<file path="src/design/csc_pkg.sv">
// shared types, codes and sizes for the csr to csc transpose block
// no dependencies
`timescale 1ns / 1ps

package csc_pkg;

  localparam int MAX_ENTRIES = 4096;
  localparam int MAX_COLUMNS = 1024;
  localparam int MAX_ROWS    = 1024;

  localparam int ENTRY_W = $clog2(MAX_ENTRIES);
  localparam int COUNT_W = ENTRY_W + 1;
  localparam int COL_W   = $clog2(MAX_COLUMNS);
  localparam int ROW_W   = $clog2(MAX_ROWS);
  localparam int CFG_W   = 11;

  localparam logic [1:0] OP_LOAD       = 2'd0;
  localparam logic [1:0] OP_READ_ENTRY = 2'd1;
  localparam logic [1:0] OP_READ_END   = 2'd2;
  localparam logic [1:0] OP_NONE       = 2'd3;

  localparam logic [1:0] ST_OK        = 2'd0;
  localparam logic [1:0] ST_NOT_READY = 2'd1;
  localparam logic [1:0] ST_BAD_LOAD  = 2'd2;

  localparam logic [1:0] REG_NUM_COLUMNS = 2'd0;
  localparam logic [1:0] REG_NUM_ROWS    = 2'd1;

  typedef struct packed {
    logic [1:0]  operation;
    logic [9:0]  row;
    logic [9:0]  column;
    logic [63:0] value;
    logic        last;
    logic [11:0] index;
  } in_t;

  typedef struct packed {
    logic [9:0]  out_row;
    logic [63:0] out_value;
    logic [12:0] column_end;
    logic [1:0]  status;
  } out_t;

  // classified command between front and back
  typedef struct packed {
    logic [1:0]  op;
    logic [9:0]  row;
    logic [9:0]  column;
    logic [63:0] value;
    logic        last;
    logic [11:0] index;
    logic        load_bad;
    logic        col_bad;
  } cmd_t;

endpackage

</file>
<file path="src/design/csc_fifo.sv">
// short command queue between the front and the back
// depends on csc_pkg
`timescale 1ns / 1ps

module csc_fifo (
  input  logic          clk_i,
  input  logic          rst_ni,
  input  logic          push_i,
  input  csc_pkg::cmd_t push_data_i,
  output logic          full_o,
  input  logic          pop_i,
  output logic          valid_o,
  output csc_pkg::cmd_t pop_data_o
);

  localparam int DEPTH = 4;
  localparam int PTR_W = $clog2(DEPTH);

  csc_pkg::cmd_t     mem_q [DEPTH];
  logic [PTR_W-1:0]  wr_q, wr_d, rd_q, rd_d;
  logic [PTR_W:0]    cnt_q, cnt_d;
  logic              do_push, do_pop;

  assign full_o     = (cnt_q == (PTR_W+1)'(DEPTH));
  assign valid_o    = (cnt_q != '0);
  assign pop_data_o = mem_q[rd_q];
  assign do_push    = push_i && !full_o;
  assign do_pop     = pop_i && valid_o;

  always_comb begin
    wr_d  = do_push ? wr_q + 1'b1 : wr_q;
    rd_d  = do_pop ? rd_q + 1'b1 : rd_q;
    cnt_d = cnt_q;
    if (do_push && !do_pop) begin
      cnt_d = cnt_q + 1'b1;
    end else if (do_pop && !do_push) begin
      cnt_d = cnt_q - 1'b1;
    end
  end

  always_ff @(posedge clk_i or negedge rst_ni) begin
    if (!rst_ni) begin
      wr_q  <= '0;
      rd_q  <= '0;
      cnt_q <= '0;
    end else begin
      wr_q  <= wr_d;
      rd_q  <= rd_d;
      cnt_q <= cnt_d;
    end
  end

  always_ff @(posedge clk_i) begin
    if (do_push) begin
      mem_q[wr_q] <= push_data_i;
    end
  end

endmodule

</file>
<file path="config.mk">
export PLATFORM = sky130hd
export DESIGN_NAME = csc_fifo
export DESIGN_NICKNAME = d
export VERILOG_FILES = /design/src/design/csc_pkg.sv /design/src/design/csc_fifo.sv
export SDC_FILE = /design/constraint.sdc
export NUM_CORES = 1
export LEC_CHECK = 0
export ABC_AREA = 1
export BUFFER_PORTS_ARGS = -buffer_cell sky130_fd_sc_hd__buf_2
export CAP_MARGIN = 0
export CORE_MARGIN = 10
export CORE_UTILIZATION = 45
export DETAILED_ROUTE_END_ITERATION = 16
export GPL_TIMING_DRIVEN = 0
export PLACE_DENSITY_LB_ADDON = 0.2
export SYNTH_ARGS = -nofsm -noshare
export SYNTH_HDL_FRONTEND = slang
export SYNTH_SLANG_ARGS = --single-unit
</file>
<file path="constraint.sdc">
create_clock -name clk_i -period 5.5 [get_ports clk_i]
set_input_delay 0.275 -clock clk_i [delete_from_list [all_inputs] [get_ports clk_i]]
set_output_delay 0.275 -clock clk_i [all_outputs]
set_load 0.005 [all_outputs]
</file>
==> impl_metrics.ini, run 1 <==
[power_and_ir_drop]
seqPwrFrac_pct = 39.8
peakVddDrop_mv = 0.3110
cellLeakagePower_nw = 8.416
power_density_mw_per_mm2 = 514.8
clkPwrFrac_pct = 25.0
power.internal_mw = 6.965
power_frac_comb_pct = 35.2
switching_share_pct = 34.56
p_switching_mw = 3.678

[timing]
grt_setup_unrepaired = false
finalCriticalPeriod_ns = 2.647
period_share_pct = 48.12
maxSlewViolCount = 0
finalSetupViolCount = 0
whs_ns = 0.1486
hold_viol = 0
tightest_slew_ns = 0.9604
relSlewSlack_pct = 35.82
max_freq_mhz = 377.8
clock_skew_ns = 0.009693

[synth]
seq_area_frac_synth_pct = 75.28
syn_area_per_cell_sq_um = 13.19
synthesis.nets = 1350
ys_types = 18
synth_warnings = 0
synth_flop_cell = edfxtp_1
synth_most_common_cell = edfxtp_1
synthTopCellsByCount = edfxtp_1 (404), nand2_1 (321), inv_1 (217), o211ai_1 (202), buf_2 (51)
async_reset_ff_share_pct = 1.703
synth_top_area_cell = edfxtp_1
synth_edf_count = 404
synth.cell_area_sq_mm = 0.01635
synth-seq-cells = 411
yosys-top-cells-area = edfxtp_1 (74%), o211ai_1 (9.3%), nand2_1 (7.4%)
yosysTopAreaCellShare_pct = 74.21
syn_inst = 1239

[clock_tree]
clk_pin_slew_ns = 0.06
cts_tree = done
clock-root-buffer = clkbuf_16
ctsResizeCount = 0
clockBufferDepth = 3
clk_latency_ns = 0.56
numCtsBuffers = 44
cts_max_level = 2
clock-sinks = 411

[placed_design]
port-buffer-count = 207
dp.cells = 1923
hpwlAfterDp_um = 25400
gp_congestion = 0.7179
placed_cell_area_sq_mm = 0.01835

[hold_path]
min_path_type = in2async

[global_route]
grt-ovfl-total = 0
grt_pass1_wl_um = 61700
grt_start_max_net_pins = 28
track_usage_pct = 17.99
antenna_found_initial = 1
grt_pass1_vias = 10640

[drt]
vias_per_cell = 5.000
num_vias = 10510
drt-initial-drc-count = 588
drtPass1Iterations = 5
wirelength_um = 40030
wl_per_cell_um = 19.04
drc = 0
postRouteAntennaNets = 0

[die]
fp.dieW_um = 210.6
core_sq_mm = 0.03574
fp.dieH_um = 210.6
start_util_pct = 45.74
io_pins = 208
dieArea_sq_mm = 0.04435
row_count = 69

[critical_path]
path_max_fanout = 18
cp.required_ns = 5.76
arrival_ns = 2.90
startpoint = cnt_q[0]
reg2reg_to = mem_q[1][24]
critPathLaunchType = flip-flop
reg2reg_depth = 8
rrSetupSlack_ns = 2.85
path_class = reg2reg
critical_path.endpoint = mem_q[1][24]
r2r-start = cnt_q[0]
end_kind = flip-flop

[final_layout]
postLayoutCellArea_sq_mm = 0.02067
fillers = 2951
nNetsFinal = 1723
syn_to_final_growth_pct = 26.47
finalNonFillerCells = 2102
layout-drive-gt1-share_pct = 20.67
final-seq-area_sq_mm = 0.01231
multi_input_area_sq_mm = 0.002904

[run]
drv_cap = 0

[outcome]
outcome = completed
==> cells by family after synthesis <==
family                   synth area share (%)
AND/OR/NAND/NOR                         7.715
flip-flops                              75.28
adder cells (fa/ha/maj)                0.5051
buffers and inverters                   7.141
XOR/XNOR                              0.05358
AO/OA/AOI/OAI                           9.307
==> worst max-delay path: stages (launching register included) <==
cell     delay (ns)
dfrtp_1        0.40
inv_1          0.07
nand3_1        0.14
nand2_1        0.30
nor2_4         0.63
buf_16         0.25
buf_16         0.18
buf_16         0.17
buf_16         0.17
==> per-layer routing <==
| layer | global-route usage (%) | routed length (um) |
|---|---|---|
| met1 | 22.89 | 17020 |
| met4 | 4.720 | 665 |
| met2 | 30.55 | 19980 |
| met5 | 0 | 0 |
| met3 | 4.006 | 2360 |
==> per-stage QoR <==
step / setup WS [ns] / utilization (%) / total power, mW / setup TNS [ns]
3_5_place_dp: 2.819 / 51.34 / 8.088 / 0
3_3_place_gp: -3.875 / 50.25 / 8.047 / -1508.36
5_1_grt: 2.649 / 57.85 / 11.32 / 0
6_report: 2.853 / 57.85 / 10.64 / 0
4_1_cts: 2.793 / 57.84 / 10.81 / 0
2_1_floorplan: 0.008791 / - / 6.340 / 0
==> worst min path at each step <==
| stage | endpoint | slack [ns] | cells past startpoint |
|---|---|---|---|
| 3_3_place_gp | wr_q[1] | 0.13 | 1 |
| 4_1_cts | wr_q[1] | 0.13 | 2 |
| 3_5_place_dp | wr_q[1] | 0.13 | 1 |
| 5_1_grt | rd_q[0] | 0.15 | 2 |
| 2_1_floorplan | cnt_q[0] | -0.02 | 0 |
| 6_report | rd_q[0] | 0.15 | 2 |
==> power groups by stage <==
| stage | registers (mW) | clock network, mW | logic (mW) |
|---|---|---|---|
| global placement | 4.49 | 0 | 3.55 |
| floorplan | 4.38 | 0 | 1.96 |
| finish | 4.24 | 2.66 | 3.75 |
| CTS | 4.24 | 2.72 | 3.86 |
| detailed placement | 4.30 | 0 | 3.78 |
| global route | 4.28 | 2.85 | 4.18 |
==> layout make-up <==
cell class,instances,share of cell area [%]
clock buffer,61,5.882
sequential,411,59.53
inverter,218,3.958
timing repair buffer,327,11.78
multi-input combinational,543,14.05
antenna,1,0.01210
buffer,67,1.688
clock inverter,13,0.3207
tap,461,2.790
==> sequential cells by signal (all words and copies together), names as in the netlist <==
register  count
mem_q       404
wr_q          2
rd_q          2
cnt_q         3
==> cells in the final DEF, fill, tap and decap left out, types with 2 or more instances in the layout <==
master | netlist | routed
clkbuf_8 | 0 | 3
clkinv_1 | 0 | 6
buf_12 | 0 | 11
o211ai_1 | 202 | 202
buf_1 | 2 | 2
edfxtp_1 | 404 | 404
dfrtp_1 | 7 | 7
clkbuf_16 | 0 | 45
buf_6 | 4 | 4
clkbuf_1 | 9 | 22
buf_2 | 51 | 258
inv_1 | 217 | 217
dlygate4sd3_1 | 0 | 104
nor2_4 | 0 | 4
nand3_1 | 7 | 7
buf_16 | 0 | 5
nand2_1 | 321 | 321
ha_1 | 5 | 5
clkinv_2 | 0 | 5
==> what timing repair did <==
item                                   in CTS  in global routing
hold buffers                              104                  0
setup endpoints to repair                   0                  0
setup buffers                               0                  0
endpoints found under the hold margin     415                  0
Note: power is estimated with default switching activity, not from simulation.
==> inputs of run 2 (changes only) <==
--- a/config.mk
+++ b/config.mk
@@ -5,7 +5,7 @@
 export SDC_FILE = /design/constraint.sdc
 export NUM_CORES = 1
 export LEC_CHECK = 0
-export ABC_AREA = 1
+export ABC_AREA = 0
 export BUFFER_PORTS_ARGS = -buffer_cell sky130_fd_sc_hd__buf_2
 export CAP_MARGIN = 0
 export CORE_MARGIN = 10
==> constraint.sdc (replaced) <==
create_clock -name clk_i -period 2.4 [get_ports clk_i]
set_input_delay 0.12 -clock clk_i [delete_from_list [all_inputs] [get_ports clk_i]]
set_output_delay 0.12 -clock clk_i [all_outputs]
set_load 0.005 [all_outputs]
==> run 2 against run 1 <==
  * Clock skew is 0.0074 ns higher
  * First-iteration DRC count fell by 35%
  * Final area fell by 7.2%
  * Sequential share of layout area rose by 4.6 points
  * Critical path type unchanged
==> impl_metrics.ini, run 2 <==
[outcome]
outcome = completed

[clock_tree]
cts_max_level = 2
clockBufferDepth = 3
numCtsBuffers = 42
clock-sinks = 411
clk_latency_ns = 0.53
postCtsSetupBuffers = 0
clk_pin_slew_ns = 0.06
cts_tree = done
clock-root-buffer = clkbuf_16

[drt]
wirelength_um = 31000
drtPass1Iterations = 4
wl_per_cell_um = 22.17
vias_per_cell = 5.127
drt-initial-drc-count = 381
drc = 0
num_vias = 7167
postRouteAntennaNets = 0

[synth]
synth_flop_cell = edfxtp_1
ys_types = 22
synth-seq-cells = 411
yosysTopAreaCellShare_pct = 80.56
synth_top_area_cell = edfxtp_1
synthesis.nets = 674
synth_warnings = 0
async_reset_ff_share_pct = 1.703
syn_area_per_cell_sq_um = 26.75
synth_edf_count = 404
syn_inst = 563
synthTopCellsByCount = edfxtp_1 (404), mux4_2 (101), buf_2 (10), buf_12 (7), dfrtp_1 (7)
synth.cell_area_sq_mm = 0.01506
synth_most_common_cell = edfxtp_1
yosys-top-cells-area = edfxtp_1 (81%), mux4_2 (15%), dfrtp_1 (1.2%)
seq_area_frac_synth_pct = 81.72

[die]
io_pins = 208
fp.dieH_um = 202.9
core_sq_mm = 0.03278
row_count = 66
dieArea_sq_mm = 0.04118
start_util_pct = 45.94
fp.dieW_um = 202.9

[global_route]
antenna_found_initial = 0
track_usage_pct = 15.04
grt_start_max_net_pins = 46
grt-ovfl-total = 0
grt_pass1_vias = 8019
grt_pass1_wl_um = 47870

[timing]
relSlewSlack_pct = 53.34
clock_skew_ns = 0.01712
maxSlewViolCount = 0
period_share_pct = 97.30
setup_ws_ns = 0.06483
grt_setup_unrepaired = true
tightest_slew_ns = 0.7000
max_freq_mhz = 428.2
finalSetupViolCount = 0
hold_viol = 0
finalCriticalPeriod_ns = 2.335

[final_layout]
layout_commonest_cell = edfxtp_1
top_regs = mem_q: 404 flops, cnt_q: 3 flops
layout-drive-gt1-share_pct = 41.42
top_register = mem_q
final_cell_mix = edfxtp_1 (404), buf_2 (216), dlygate4sd3_1 (104)
finalNonFillerCells = 1398
postLayoutCellArea_sq_mm = 0.01919
largest_reg_flops = 404
diodes = 0
syn_to_final_growth_pct = 27.43
nNetsFinal = 1037

[placed_design]
gp_congestion = 0.7170
hpwlAfterDp_um = 19520
port-buffer-count = 207
placed_cell_area_sq_mm = 0.01685
dp.cells = 1220
post-place-ws_ns = -0.009566

[critical_path]
critPathLaunchType = flip-flop
end_kind = flip-flop
arrival_ns = 2.52
path_class = reg2reg
cp.required_ns = 2.59
rrSetupSlack_ns = 0.06
path_max_fanout = 44

[power_and_ir_drop]
peakVddDrop_mv = 0.6842
power_density_mw_per_mm2 = 1177
power_mw = 22.60
cellLeakagePower_nw = 6.634

[hold_path]
min_path_type = in2reg

[run]
drv_cap = 0
## run 2: through the flow
stage          hold WS, ns  util [%]  setup TNS [ns]
6_report           0.08497     58.54               0
3_3_place_gp      -0.04516     50.80         -453.33
5_1_grt            0.08519     58.54          -5.718
4_1_cts            0.04624     58.49               0
3_5_place_dp      -0.03493     51.39         -0.2335
2_1_floorplan      -0.1756         -          -40.93
## run 2: per-layer routing
metal  global-route usage (%)  share of wire [%]
met5                        0                  0
met4                    4.610                2.3
met3                    3.264                4.9
met2                    26.36                 53
met1                    18.27                 40
## run 2: layout make-up
class | instances | area [sq um]
Clock buffer | 55 | 1121
Multi-Input combinational cell | 125 | 2505
Tap cell | 442 | 553.0
Timing Repair Buffer | 319 | 2282
Sequential cell | 411 | 12310
Buffer | 24 | 249.0
Clock inverter | 19 | 162.7
Inverter | 3 | 11.26
Fill cell | 2396 | 13590
## run 2: path summary, 6_finish.rpt
| check | from | to | cells after the start |
|---|---|---|---|
| max in group asynchronous | rst_ni | wr_q[1] | 3 |
| hold / removal | push_i | wr_q[0] | 4 |
| setup reg to reg | cnt_q[2] | mem_q[3][71] | 6 |
| setup / recovery | cnt_q[2] | mem_q[3][71] | 6 |
| min in group asynchronous | rst_ni | cnt_q[2] | 3 |
| hold reg to reg | cnt_q[2] | cnt_q[2] | 1 |
## run 2: logic make-up (layout without fill, tap and decap cells)
family / after synthesis / count (layout) / synth area share (%)
flip-flops: 411 / 411 / 81.72
multiplexers: 103 / 103 / 15.25
buffers and inverters: 27 / 420 / 1.711
AND/OR/NAND/NOR: 10 / 10 / 0.4154
adder cells (fa/ha/maj): 6 / 6 / 0.5484
XOR/XNOR: 6 / 6 / 0.3490
## run 2: power breakdown
part	switching, mW	internal (mW)
clock network	2.49	3.59
logic	3.35	3.38
registers	0.309	9.47
total	6.15	16.4
## run 2: what timing repair did
item	CTS	global route
endpoints found under the setup margin	81	155
hold buffers	104	0
pin swaps	1	3
gates resized for setup	1	2
hold endpoints to repair	413	0
## run 2: worst max-delay path, cell delays in order, from the launching register on
cell	delay (ns)
dfrtp_1	0.39
nor3b_2	0.18
nor2b_1	0.12
buf_4	0.17
and2_4	0.50
buf_12	0.30
buf_16	0.31
