[config.mk]
export PLATFORM = sky130hd
export DESIGN_NAME = csc_front
export DESIGN_NICKNAME = d
export VERILOG_FILES = /design/src/design/csc_pkg.sv /design/src/design/csc_front.sv
export SDC_FILE = /design/constraint.sdc
export NUM_CORES = 1
export LEC_CHECK = 0
export ABC_CLOCK_PERIOD_IN_PS = 3600
export BUFFER_PORTS_ARGS = -buffer_cell sky130_fd_sc_hd__buf_2
export CAP_MARGIN = 20
export CORE_AREA = 2 2 84 86
export CTS_CLUSTER_SIZE = 8
export DETAILED_ROUTE_END_ITERATION = 7
export DIE_AREA = 0 0 86 88
export PLACE_DENSITY_LB_ADDON = 0.3
export SYNTH_ARGS = -nofsm -noshare
export SYNTH_HDL_FRONTEND = slang
export SYNTH_SLANG_ARGS = --single-unit
[constraint.sdc]
create_clock -name clk_i -period 3.6 [get_ports clk_i]
set_input_delay 0.72 -clock clk_i [delete_from_list [all_inputs] [get_ports clk_i]]
set_output_delay 0.72 -clock clk_i [all_outputs]
set_load 0.02 [all_outputs]
[src/design/csc_pkg.sv]
// shared types, codes and sizes for the csr to csc transpose block
// no dependencies
`timescale 1ns / 1ps

package csc_pkg;

  localparam int MAX_ENTRIES = 4096;
  localparam int MAX_COLUMNS = 1024;
  localparam int MAX_ROWS    = 1024;

  localparam int ENTRY_W = $clog2(MAX_ENTRIES);
  localparam int COUNT_W = ENTRY_W + 1;
  localparam int COL_W   = $clog2(MAX_COLUMNS);
  localparam int ROW_W   = $clog2(MAX_ROWS);
  localparam int CFG_W   = 11;

  localparam logic [1:0] OP_LOAD       = 2'd0;
  localparam logic [1:0] OP_READ_ENTRY = 2'd1;
  localparam logic [1:0] OP_READ_END   = 2'd2;
  localparam logic [1:0] OP_NONE       = 2'd3;

  localparam logic [1:0] ST_OK        = 2'd0;
  localparam logic [1:0] ST_NOT_READY = 2'd1;
  localparam logic [1:0] ST_BAD_LOAD  = 2'd2;

  localparam logic [1:0] REG_NUM_COLUMNS = 2'd0;
  localparam logic [1:0] REG_NUM_ROWS    = 2'd1;

  typedef struct packed {
    logic [1:0]  operation;
    logic [9:0]  row;
    logic [9:0]  column;
    logic [63:0] value;
    logic        last;
    logic [11:0] index;
  } in_t;

  typedef struct packed {
    logic [9:0]  out_row;
    logic [63:0] out_value;
    logic [12:0] column_end;
    logic [1:0]  status;
  } out_t;

  // classified command between front and back
  typedef struct packed {
    logic [1:0]  op;
    logic [9:0]  row;
    logic [9:0]  column;
    logic [63:0] value;
    logic        last;
    logic [11:0] index;
    logic        load_bad;
    logic        col_bad;
  } cmd_t;

endpackage

[src/design/csc_front.sv]
// front end: config registers, input acceptance and range classification
// depends on csc_pkg
`timescale 1ns / 1ps

module csc_front (
  input  logic                      clk_i,
  input  logic                      rst_ni,
  input  logic                      in_valid_i,
  output logic                      in_stall_o,
  input  csc_pkg::in_t              in_data_i,
  input  logic                      cfg_we_i,
  input  logic [1:0]                cfg_index_i,
  input  logic [csc_pkg::CFG_W-1:0] cfg_data_i,
  input  logic                      q_full_i,
  output logic                      q_push_o,
  output csc_pkg::cmd_t             q_data_o
);

  logic [csc_pkg::CFG_W-1:0] num_columns_q, num_rows_q;
  logic                      row_bad, col_bad;

  always_ff @(posedge clk_i or negedge rst_ni) begin
    if (!rst_ni) begin
      num_columns_q <= csc_pkg::CFG_W'(csc_pkg::MAX_COLUMNS);
      num_rows_q    <= csc_pkg::CFG_W'(csc_pkg::MAX_ROWS);
    end else if (cfg_we_i) begin
      if (cfg_index_i == csc_pkg::REG_NUM_COLUMNS) begin
        num_columns_q <= cfg_data_i;
      end else if (cfg_index_i == csc_pkg::REG_NUM_ROWS) begin
        num_rows_q <= cfg_data_i;
      end
    end
  end

  // fields are narrower than the max sizes, so only the registers limit
  assign row_bad = ({1'b0, in_data_i.row} >= num_rows_q);
  assign col_bad = ({1'b0, in_data_i.column} >= num_columns_q);

  assign in_stall_o = q_full_i;
  // unused operation is accepted and dropped here
  assign q_push_o   = in_valid_i && !q_full_i && (in_data_i.operation != csc_pkg::OP_NONE);

  always_comb begin
    q_data_o.op       = in_data_i.operation;
    q_data_o.row      = in_data_i.row;
    q_data_o.column   = in_data_i.column;
    q_data_o.value    = in_data_i.value;
    q_data_o.last     = in_data_i.last;
    q_data_o.index    = in_data_i.index;
    q_data_o.load_bad = row_bad || col_bad;
    q_data_o.col_bad  = col_bad;
  end

endmodule

==> run metrics, run 1 <==
CP Capture Type output pin; Hold WC Path Type input pin to async pin; Yosys cell types 25; Post-CTS Hold Buffers 0; routed len/inst about 14 um; # setup viols final 0; Synthesis Warnings 0; CTS tree built; Util after Layout 26.9%; Max Clk Rate ~340 MHz; Crit path largest cell delay 0.42 ns; Clock transition at path regs approximately 0.08 ns; Setup crit start kind input pin; post-synthesis mux area share 7.07%; dpl hpwl 3.27 mm; crit share post-route 81.0%; buffers added on ports 65; CP most frequent cell buf_2; total routed wirelength 3.72 mm; Critical Path AT 2.20 ns; max-slew violation count 0; Mapped Area 2070 um^2; adder-cell share of the synthesized area ~12%; main combinational cell family by area after synthesis buffers and inverters; first-pass GRT wire length 5.47 mm; Final Hold Violating Endpoints 0; vias 1195; critical path class input pin to output pin; I/O Pins 220; RePlAce Congestion 0.675; outcome finished, final reports clean; Critical Path Start in_data_i[87]; Post-CTS Setup Repair Bufs 0; CP endpoint q_data_o[1]; nets 333; Clock Tree Buf Depth 2; Worst R2R Path Depth 1; GRT overflow 0; Initial Util 31.1%; clock sinks 22; Mapped Nets 366; Syn-to-layout area delta -13.5%; H-Tree Depth 1; P per Cell Area 403 nW/um^2; share of cells above drive strength 1 roughly 44%; Crit Reg-Reg Startpoint num_rows_q[0]; Gate Count Post-Synth 229; Die Span X 86 um; antenna violations before repair 0; simple logic cell fraction of the synthesized area 5.44%; chip height 88 um; clk_lat worst skew 0.25 ns; Worst Skew 0 ns; unrepaired setup endpoints after global routing false; peak supply drop 0.000109 V; row cnt 30; antenna-violating nets left 0; Avg Vias per Cell approximately 4.3; crit-path cells buf_2, inv_1, ha_1, nand2b_1, nand3_1, a21oi_1, a2111oi_1, o221ai_1, buf_2; Critical Path Fanout Max 2; required time worst endpoint between 2 and 3 ns; leading cell types in the layout, fill and taps excluded buf_2 (65), inv_1 (22), ha_1 (20), dfrtp_1 (20), mux2_2 (13); Overall Global Routing Usage a little under a tenth; final critical-path required period 2.92 ns; Avg Cell Area, Syn about 9.0 um^2; DR DRC count 0; cts bufs inserted 3; largest net degree at the start of global routing 23; Pleak 0.956 nW; first-pass detailed-route iteration total 4; most common cell after layout, fill and taps aside buf_2; Least-Margin Pin Slew between 0.5 and 0.6 ns; Rel. slew slack 64.6%; vias in the first global route 1117; die area 7570 um^2; sequential area share after synthesis 26.7%; R2R setup slack 2.84 ns; slowest CP cell a2111oi_1; Synth Area in Compound Gates under 10%; setup TNS 0 ns; Seq cells post-synth 22; Iter 0 DRT Violations 8; worst flop-to-flop path endpoint num_rows_q[0]; post-CTS resize count 0; Core Footprint roughly 6600 um^2; ant diodes 0; Root Driver clkbuf_8; Synth Area in XOR/XNOR 0%; MaxCap Viol Count 0
## sequential cells by signal, indices dropped and copies added, names as in the netlist
signal,flops
num_columns_q,11
num_rows_q,11
## final cells by class
class	count	area (um^2)
tap	80	100
clock buffer	4	55.1
multi-input combinational	81	667
inverter	22	82.6
sequential	22	553
fill	706	4850
timing repair buffer	66	333
## metrics by stage
stage               power, mW  cells  hold WS [ns]  setup slack, ns  area (um^2)
floorplan               0.621    229         0.424            0.967         2070
global placement        0.556    271         0.491            0.563         1740
detailed placement      0.564    271         0.497            0.590         1740
CTS                     0.739    275         0.429            0.589         1790
global route            0.783    275         0.443            0.482         1790
finish                  0.722    275         0.410            0.685         1790
## critical path, delay by kind of cell
kind	cells	cell delay (ns)
compound gates	3	0.68
fa+ha+maj	1	0.27
buf+inv	3	0.30
simple gates	2	0.22
## cells in the mapped netlist
master | n | area, um^2
a2111oi_1 | 1 | 10.0
nand2_1 | 11 | 41.3
buf_4 | 101 | 758
a31oi_1 | 1 | 6.26
o21ai_0 | 10 | 50.1
a21o_1 | 3 | 22.5
ha_1 | 20 | 250
mux2_2 | 13 | 146
a21oi_1 | 8 | 40.0
inv_1 | 22 | 82.6
dfrtp_1 | 20 | 500
a211oi_1 | 1 | 7.51
nand4b_1 | 1 | 8.76
dfstp_2 | 2 | 52.6
o21bai_1 | 1 | 7.51
and4b_1 | 1 | 10.0
buf_2 | 2 | 10.0
nand2b_1 | 2 | 12.5
nand4_1 | 2 | 12.5
clkbuf_1 | 1 | 3.75
nor3b_1 | 1 | 7.51
nor2_1 | 2 | 7.51
nand3b_1 | 1 | 7.51
o221ai_1 | 1 | 8.76
nand3_1 | 1 | 5.00
## cells by family (layout without fill, tap and decap cells)
group | after synthesis | after routing
AO/OA/AOI/OAI | 26 | 26
adder cells (fa/ha/maj) | 20 | 20
buffers and inverters | 126 | 92
flip-flops | 22 | 22
multiplexers | 13 | 13
AND/OR/NAND/NOR | 22 | 22
## per-layer routing
metal | part of all wire, % | up-vias | track usage, %
li1 | - | 572 | -
met4 | 5.8 | 0 | 8.80
met2 | 48 | 55 | 15.9
met1 | 37 | 536 | 9.68
met5 | 0 | - | 0
met3 | 9.1 | 32 | 1.79
## worst min path at each step
stage | to | slack [ns]
floorplan | num_columns_q[0] | 0.42
global placement | num_rows_q[5] | 0.49
detailed placement | num_rows_q[2] | 0.50
CTS | num_columns_q[6] | 0.43
global route | num_rows_q[0] | 0.44
finish | num_columns_q[0] | 0.41
## where the power goes
part	switching [mW]	internal (mW)	total [mW]
clock network	0.0748	0.0972	0.172
registers	0.0196	0.295	0.314
logic	0.126	0.110	0.236
(Power assumes the default switching activity.)
==> inputs of run 2 (changes only) <==
--- a/config.mk
+++ b/config.mk
@@ -5,13 +5,14 @@
 export SDC_FILE = /design/constraint.sdc
 export NUM_CORES = 1
 export LEC_CHECK = 0
-export ABC_CLOCK_PERIOD_IN_PS = 3600
+export ABC_AREA = 1
+export ABC_CLOCK_PERIOD_IN_PS = 2920
 export BUFFER_PORTS_ARGS = -buffer_cell sky130_fd_sc_hd__buf_2
 export CAP_MARGIN = 20
-export CORE_AREA = 2 2 84 86
+export CORE_AREA = 2 2 86 88
 export CTS_CLUSTER_SIZE = 8
 export DETAILED_ROUTE_END_ITERATION = 7
-export DIE_AREA = 0 0 86 88
+export DIE_AREA = 0 0 88 90
 export PLACE_DENSITY_LB_ADDON = 0.3
 export SYNTH_ARGS = -nofsm -noshare
 export SYNTH_HDL_FRONTEND = slang
==> constraint.sdc (replaced) <==
create_clock -name clk_i -period 2.92 [get_ports clk_i]
set_input_delay 0.584 -clock clk_i [delete_from_list [all_inputs] [get_ports clk_i]]
set_output_delay 0.584 -clock clk_i [all_outputs]
set_load 0.02 [all_outputs]
==> run 2 against run 1 <==
Combinational power rose by 44%. Final cell count rose by 33%. Worst hold slack got worse by 0.13 ns. Critical path depth rose by 2. Synthesized cell count rose by 32%. Core utilization rose by 1.8 points. Global-route usage rose by 1.9 points. Via count rose by 23%. Sequential share of layout area fell by 3.5 points. Die area rose by 4.7%. Total power rose by 31%. Critical path type unchanged. Largest power group unchanged.
==> run metrics, run 2 <==
outcome finished, final reports clean; worst setup margin 0.605 ns (-0.0796 ns); die area 7920 um^2 (+4.7%); post-CTS resize count 0 (unchanged); Post-CTS Setup Repair Bufs 0 (unchanged); required time worst endpoint 2.34 ns (-0.54 ns); Synth area leaders buf_4 (33%), dfrtp_1 (22%), ha_1 (11%), nand2_1 (9.9%), inv_1 (7.3%); Worst Skew 0 ns (unchanged); Gate Count Post-Synth 302 (+32%); GRT overflow 0 (unchanged); crit-path cells buf_2, ha_1, nand2_1, inv_1, nand2_1, nand2_1, nand2_1, nand2_1, nor2_2, nand2_1, buf_2; EDFF count, synth 0 (unchanged); power share of the sequential group 40.6% (-2.9 points); CP Capture Type output pin; busiest grt layer met2; Avg Cell Area, Syn 7.68 um^2 (-15%); CP most frequent cell nand2_1; MaxCap Viol Count 0 (unchanged); DR DRC count 0 (unchanged); antenna violations before repair 0 (unchanged); slowest CP cell ha_1; dpl hpwl 3.88 mm (+19%); unrepaired setup endpoints after global routing false; vias 1467 (+23%); clk_lat worst skew 0.26 ns (about the same); adder-cell share of the synthesized area 10.8% (-1.3 points); setup TNS 0 ns (unchanged); Die Span X 88 um (+2.3%); Post-CTS Hold Buffers 0 (unchanged); logic gate share of total power 35.8% (+3.1 points); chip height 90 um (+2.3%); Synth Area in Compound Gates 8.58% (+1.2 points); NetSw 0.331 mW (+50%); Synth Area in XOR/XNOR 0% (unchanged); Fillers 788 (+12%); GRT met2 Usage 18.2% (+2.4 points); clock sinks 22 (unchanged); routed len/inst 12.4 um (-8.6%); P per Cell Area 468 nW/um^2 (+16%); final critical-path required period roughly 2.3 ns; cts bufs inserted 3 (unchanged); Final Hold Violating Endpoints 0 (unchanged); Syn-to-layout area delta -12.9%; Mapped Nets 439 (+20%); most common cell after layout, fill and taps aside buf_2; crit share post-route 79.3%; antenna-violating nets left 0 (unchanged); ys flop type dfrtp_1; top flop regs num_columns_q (11), num_rows_q (11); Switching Share 35.0% (+4.5 points); Overall Global Routing Usage 11.2% (+1.9 points); Yosys cell types 20 (-20%); H-Tree Depth 1 (unchanged); nets 404 (+21%); Avg Vias per Cell 4.02 (-7.5%); Synth top area share 32.7% (-4.0 points); total routed wirelength 4.51 mm (+21%); Int Power 0.616 mW (+23%); Clk pwr share 23.6% (-0.2 points); Setup crit start kind input pin; worst slack, placed 0.568 ns (-0.0220 ns); total power 0.947 mW (+31%); RePlAce Congestion 0.715 (+5.9%); Initial Util 33.0% (+1.9 points); buffers added on ports 65 (unchanged); Synthesis Warnings 0 (unchanged); Seq cells post-synth 22 (unchanged); dominant cell by count in the synthesized netlist buf_4; CP delay by family, top simple AND/OR/NAND/NOR gates; post-synthesis mux area share 0% (-7.1 points); simple logic cell fraction of the synthesized area 14.7% (+9.3 points); first-pass detailed-route iteration total 4 (unchanged); leading cell types in the layout, fill and taps excluded buf_2 (65), nand2_1 (61), inv_1 (45); Iter 0 DRT Violations 37 (+29); I/O Pins 220 (unchanged); Pleak 1.19 nW (+25%); Rel. slew slack 65.8% (+1.2 points); critical path class input pin to output pin; Critical Path Fanout Max 2 (unchanged); dominant cell type by area after synthesis buf_4; largest net degree at the start of global routing 23 (unchanged); peak supply drop 0.000213 V (+95%); async set or reset register ratio after synthesis 100% (unchanged); ant diodes 0 (unchanged); share of cells above drive strength 1 34.2% (-9.9 points); Mapped Area 2320 um^2 (+12%); Clock Tree Buf Depth 2 (unchanged); Buf/Inv on CP 3 (unchanged); Crit path largest cell delay 0.29 ns (-0.13 ns); GR Util met1 11.0% (+1.3 points); first-pass GRT wire length 6.78 mm (+24%); sequential area share after synthesis 23.8% (-2.9 points); Hold WC Path Type input pin to async pin; row cnt 31 (+3.3%); Root Driver clkbuf_8; Critical Path AT 1.73 ns (-0.47 ns); # setup viols final 0 (unchanged); vias in the first global route 1415 (+27%); Clock transition at path regs 0.08 ns (about the same); Core Footprint 7020 um^2 (+5.7%); Max Clk Rate approximately 430 MHz; main combinational cell family by area after synthesis buffers and inverters; met3 GRT Util 6.80% (+5.0 points); Commonest cells post-synth buf_4 (101), nand2_1 (61), inv_1 (45), dfrtp_1 (20), ha_1 (20); Least-Margin Pin Slew 0.513 ns (-0.0171 ns); CTS tree built; max-slew violation count 0 (unchanged)
==> run 2: through the flow <==
step / std cells / hold WS [ns] / utilization [%] / instance area, um^2
after detailed placement: 361 / 0.468 / 28.0 / 1970
final: 365 / 0.280 / 28.8 / 2020
after global placement: 361 / 0.468 / 28.0 / 1970
after CTS: 365 / 0.290 / 28.8 / 2020
after floorplan: 302 / 0.288 / - / 2320
after global routing: 365 / 0.309 / 28.8 / 2020
==> run 2: final cells by class <==
cell class / count / area, um^2 / share of cell area [%]
flip-flops and latches: 22 / 553 / 27.4
clock buffers: 4 / 55.1 / 2.72
multi-input cells: 129 / 791 / 39.1
well taps: 99 / 124 / 6.13
repair buffers: 65 / 325 / 16.1
inverters: 46 / 173 / 8.54
==> run 2: layer usage <==
| metal | vias up | share of wire (%) | wire length [um] |
|---|---|---|---|
| li1 | 745 | - | - |
| met1 | 600 | 35 | 1580 |
| met3 | 17 | 15 | 686 |
| met2 | 105 | 47 | 2110 |
| met5 | - | 0 | 0 |
| met4 | 0 | 3.0 | 136 |
==> run 2: power by group through the flow <==
stage / logic (mW) / registers (mW) / clock network, mW
after floorplan: 0.430 / 0.383 / 0
after global placement: 0.341 / 0.390 / 0
after detailed placement: 0.348 / 0.392 / 0
final: 0.339 / 0.384 / 0.223
after CTS: 0.349 / 0.386 / 0.234
after global routing: 0.400 / 0.391 / 0.244
==> run 2: path summary, 6_finish.rpt <==
check                                  start           endpoint  slack [ns]  depth (start not counted)
max                            in_data_i[83]        q_data_o[1]        0.61                         11
min                                   rst_ni      num_rows_q[2]        0.28                          1
max reg2reg                num_columns_q[10]  num_columns_q[10]        2.14                          2
min reg2reg                 num_columns_q[8]   num_columns_q[8]        0.49                          2
max in group asynchronous             rst_ni  num_columns_q[10]        2.27                          1
min in group clk_i          num_columns_q[8]   num_columns_q[8]        0.49                          2
==> run 2: cells by family after synthesis <==
| family | after synthesis |
|---|---|
| buffers and inverters | 151 |
| adder cells (fa/ha/maj) | 20 |
| AO/OA/AOI/OAI | 29 |
| AND/OR/NAND/NOR | 80 |
| flip-flops | 22 |
==> inputs of run 3 (changes only) <==
--- a/config.mk
+++ b/config.mk
@@ -5,8 +5,8 @@
 export SDC_FILE = /design/constraint.sdc
 export NUM_CORES = 1
 export LEC_CHECK = 0
-export ABC_AREA = 1
-export ABC_CLOCK_PERIOD_IN_PS = 2920
+export ABC_AREA = 0
+export ABC_CLOCK_PERIOD_IN_PS = 1900
 export BUFFER_PORTS_ARGS = -buffer_cell sky130_fd_sc_hd__buf_2
 export CAP_MARGIN = 20
 export CORE_AREA = 2 2 86 88
==> constraint.sdc (replaced) <==
create_clock -name clk_i -period 1.9 [get_ports clk_i]
set_input_delay 0.38 -clock clk_i [delete_from_list [all_inputs] [get_ports clk_i]]
set_output_delay 0.38 -clock clk_i [all_outputs]
set_load 0.02 [all_outputs]
==> run 3 against run 2 <==
The flow now finishes with violations (negative setup slack). Die area did not move. Via count shrank 18%. Sequential share of layout area grew 1.5 points. Critical endpoint unchanged.
==> run metrics, run 3 (synthesis gave the netlist of run 1 again) <==
Critical Path Fanout Max 2 (unchanged); Clock transition at path regs 0.07 ns (about the same); setup TNS -0.482 ns (-0.482 ns); Fillers 745 (-5.5%); final std cells w/o fill 296 (-19%); CP Capture Type output pin; chip height 90 um (unchanged); antenna-violating nets left 0 (unchanged); critical path class register to output pin; worst setup margin -0.288 ns (-0.893 ns); nets 335 (-17%); first-pass detailed-route iteration total 3 (-1); Clock Tree Buf Depth 2 (unchanged); vias 1208 (-18%); dpl hpwl 2.97 mm (-24%); Root Driver clkbuf_8; # setup viols final 2 (+2); Post-CTS Hold Buffers 0 (unchanged); I/O Pins 220 (unchanged); peak supply drop 0.000249 V (+17%); outcome finished with violations; cts bufs inserted 3 (unchanged); P per Cell Area 745 nW/um^2 (+59%); routed len/inst 11.8 um (-4.8%); Buf/Inv on CP 3 (unchanged); MaxCap Viol Count 0 (unchanged); share of cells above drive strength 1 51.8% (+18 points); clk_lat worst skew 0.25 ns (about the same); DR DRC count 0 (unchanged); multi-input logic area 752 um^2 (-4.9%); Critical Path AT 1.81 ns (+0.08 ns); row cnt 31 (unchanged); Syn-to-layout area delta -7.56%; leading cell types in the layout, fill and taps excluded buf_2 (63), dfrtp_1 (20), inv_1 (19); Setup crit start kind register; Overall Global Routing Usage 8.58% (-2.7 points); required time worst endpoint 1.52 ns (-0.82 ns); CTS tree built; Worst Skew 0 ns (unchanged); Iter 0 DRT Violations 16 (-57%); first-pass GRT wire length 5.26 mm (-22%); CP most frequent cell buf_4; Final Hold Violating Endpoints 0 (unchanged); unrepaired setup endpoints after global routing true; Hold WC Path Type input pin to async pin; Rel. slew slack 64.3% (-1.5 points); clock sinks 22 (unchanged); largest net degree at the start of global routing 23 (unchanged); crit share post-route 115%; crit-path cells inv_1, ha_1, a21oi_1, nor2_1, a2111oi_2, buf_4, o221ai_2, buf_4; ant diodes 0 (unchanged); vias in the first global route 1143 (-19%); CP delay by family, top compound AO/OA/AOI/OAI gates; Avg Vias per Cell 4.08 (+1.5%); H-Tree Depth 1 (unchanged); Initial Util 29.5% (-3.6 points); total routed wirelength 3.48 mm (-23%); buffers added on ports 65 (unchanged); RePlAce Congestion 0.694 (-2.9%); most common cell after layout, fill and taps aside buf_2; Least-Margin Pin Slew 0.534 ns (+0.0214 ns); antenna violations before repair 0 (unchanged); Die Span X 88 um (unchanged); top flop regs num_columns_q (11), num_rows_q (11); final critical-path required period ~2.2 ns; placed insts 292 (-19%); Core Footprint 7020 um^2 (unchanged); register area 553 um^2 (unchanged); Pleak 0.977 nW (-18%); max-slew violation count 0 (unchanged); Crit path largest cell delay 0.35 ns (+0.06 ns); GRT overflow 0 (unchanged); die area 7920 um^2 (unchanged); violated checks negative setup slack; Max Clk Rate 457 MHz; slowest CP cell dfrtp_1
run 3: cell count changes in the layout (fill, tap and decap cells not counted), sizes merged, moves of 4 or more:
| cell | previous run | this run |
|---|---|---|
| nand2 | 62 | 11 |
| nor2 | 13 | 2 |
| a21oi | 4 | 8 |
| inv | 46 | 22 |
| o21ai | 23 | 10 |
| mux2 | 0 | 13 |
run 3: worst paths after layout:
| path | depth (start not counted) | slack [ns] | from | endpoint |
|---|---|---|---|---|
| hold / removal | 1 | 0.08 | rst_ni | num_rows_q[0] |
| setup reg to reg | 1 | 1.14 | num_columns_q[0] | num_columns_q[0] |
| max in group asynchronous | 1 | 1.46 | rst_ni | num_rows_q[10] |
| setup / recovery | 8 | -0.29 | num_rows_q[4] | q_data_o[1] |
| min in group clk_i | 3 | 0.35 | cfg_data_i[2] | num_columns_q[2] |
| hold reg to reg | 1 | 0.51 | num_rows_q[7] | num_rows_q[7] |
run 3: routing by layer:
layer | part of all wire, % | GRT usage [%] | up-vias
li1 | - | - | 579
met1 | 40 | 9.80 | 544
met2 | 48 | 13.8 | 59
met3 | 7.4 | 1.84 | 26
met4 | 4.5 | 6.28 | 0
met5 | 0 | 0 | -
run 3: report_power, final:
part / leakage (nW) / internal (mW) / switching (mW)
Sequential: 0.262 / 0.558 / 0.0366
Combinational: 0.693 / 0.271 / 0.270
Clock: 0.0228 / 0.149 / 0.140
Total: 0.977 / 0.978 / 0.447
run 3: layout make-up:
type	count	share of cell area (%)
Tap cell	99	6.47
Clock buffer	4	2.35
Multi-Input combinational cell	81	39.3
Inverter	22	4.32
Timing Repair Buffer	68	18.6
Sequential cell	22	28.9
run 3: metrics by stage:
stage	power (mW)	hold slack (ns)	util (%)	worst slack, ns	instance area (um^2)
3_5_place_dp	1.09	0.384	25.4	-0.331	1790
6_report	1.42	0.0790	27.3	-0.288	1910
5_1_grt	1.54	0.118	27.3	-0.410	1910
3_3_place_gp	1.08	0.378	25.4	-0.308	1790
4_1_cts	1.45	0.0995	27.1	-0.325	1900
2_1_floorplan	1.19	0.0844	-	0.0307	2080
run 3: what timing repair did:
item | in CTS | in global routing
endpoints found under the setup margin | 2 | 2
endpoints found under the hold margin | 0 | 0
pin swaps | 6 | 1
resized for setup | 14 | 2
buffers inserted | 0 | 0
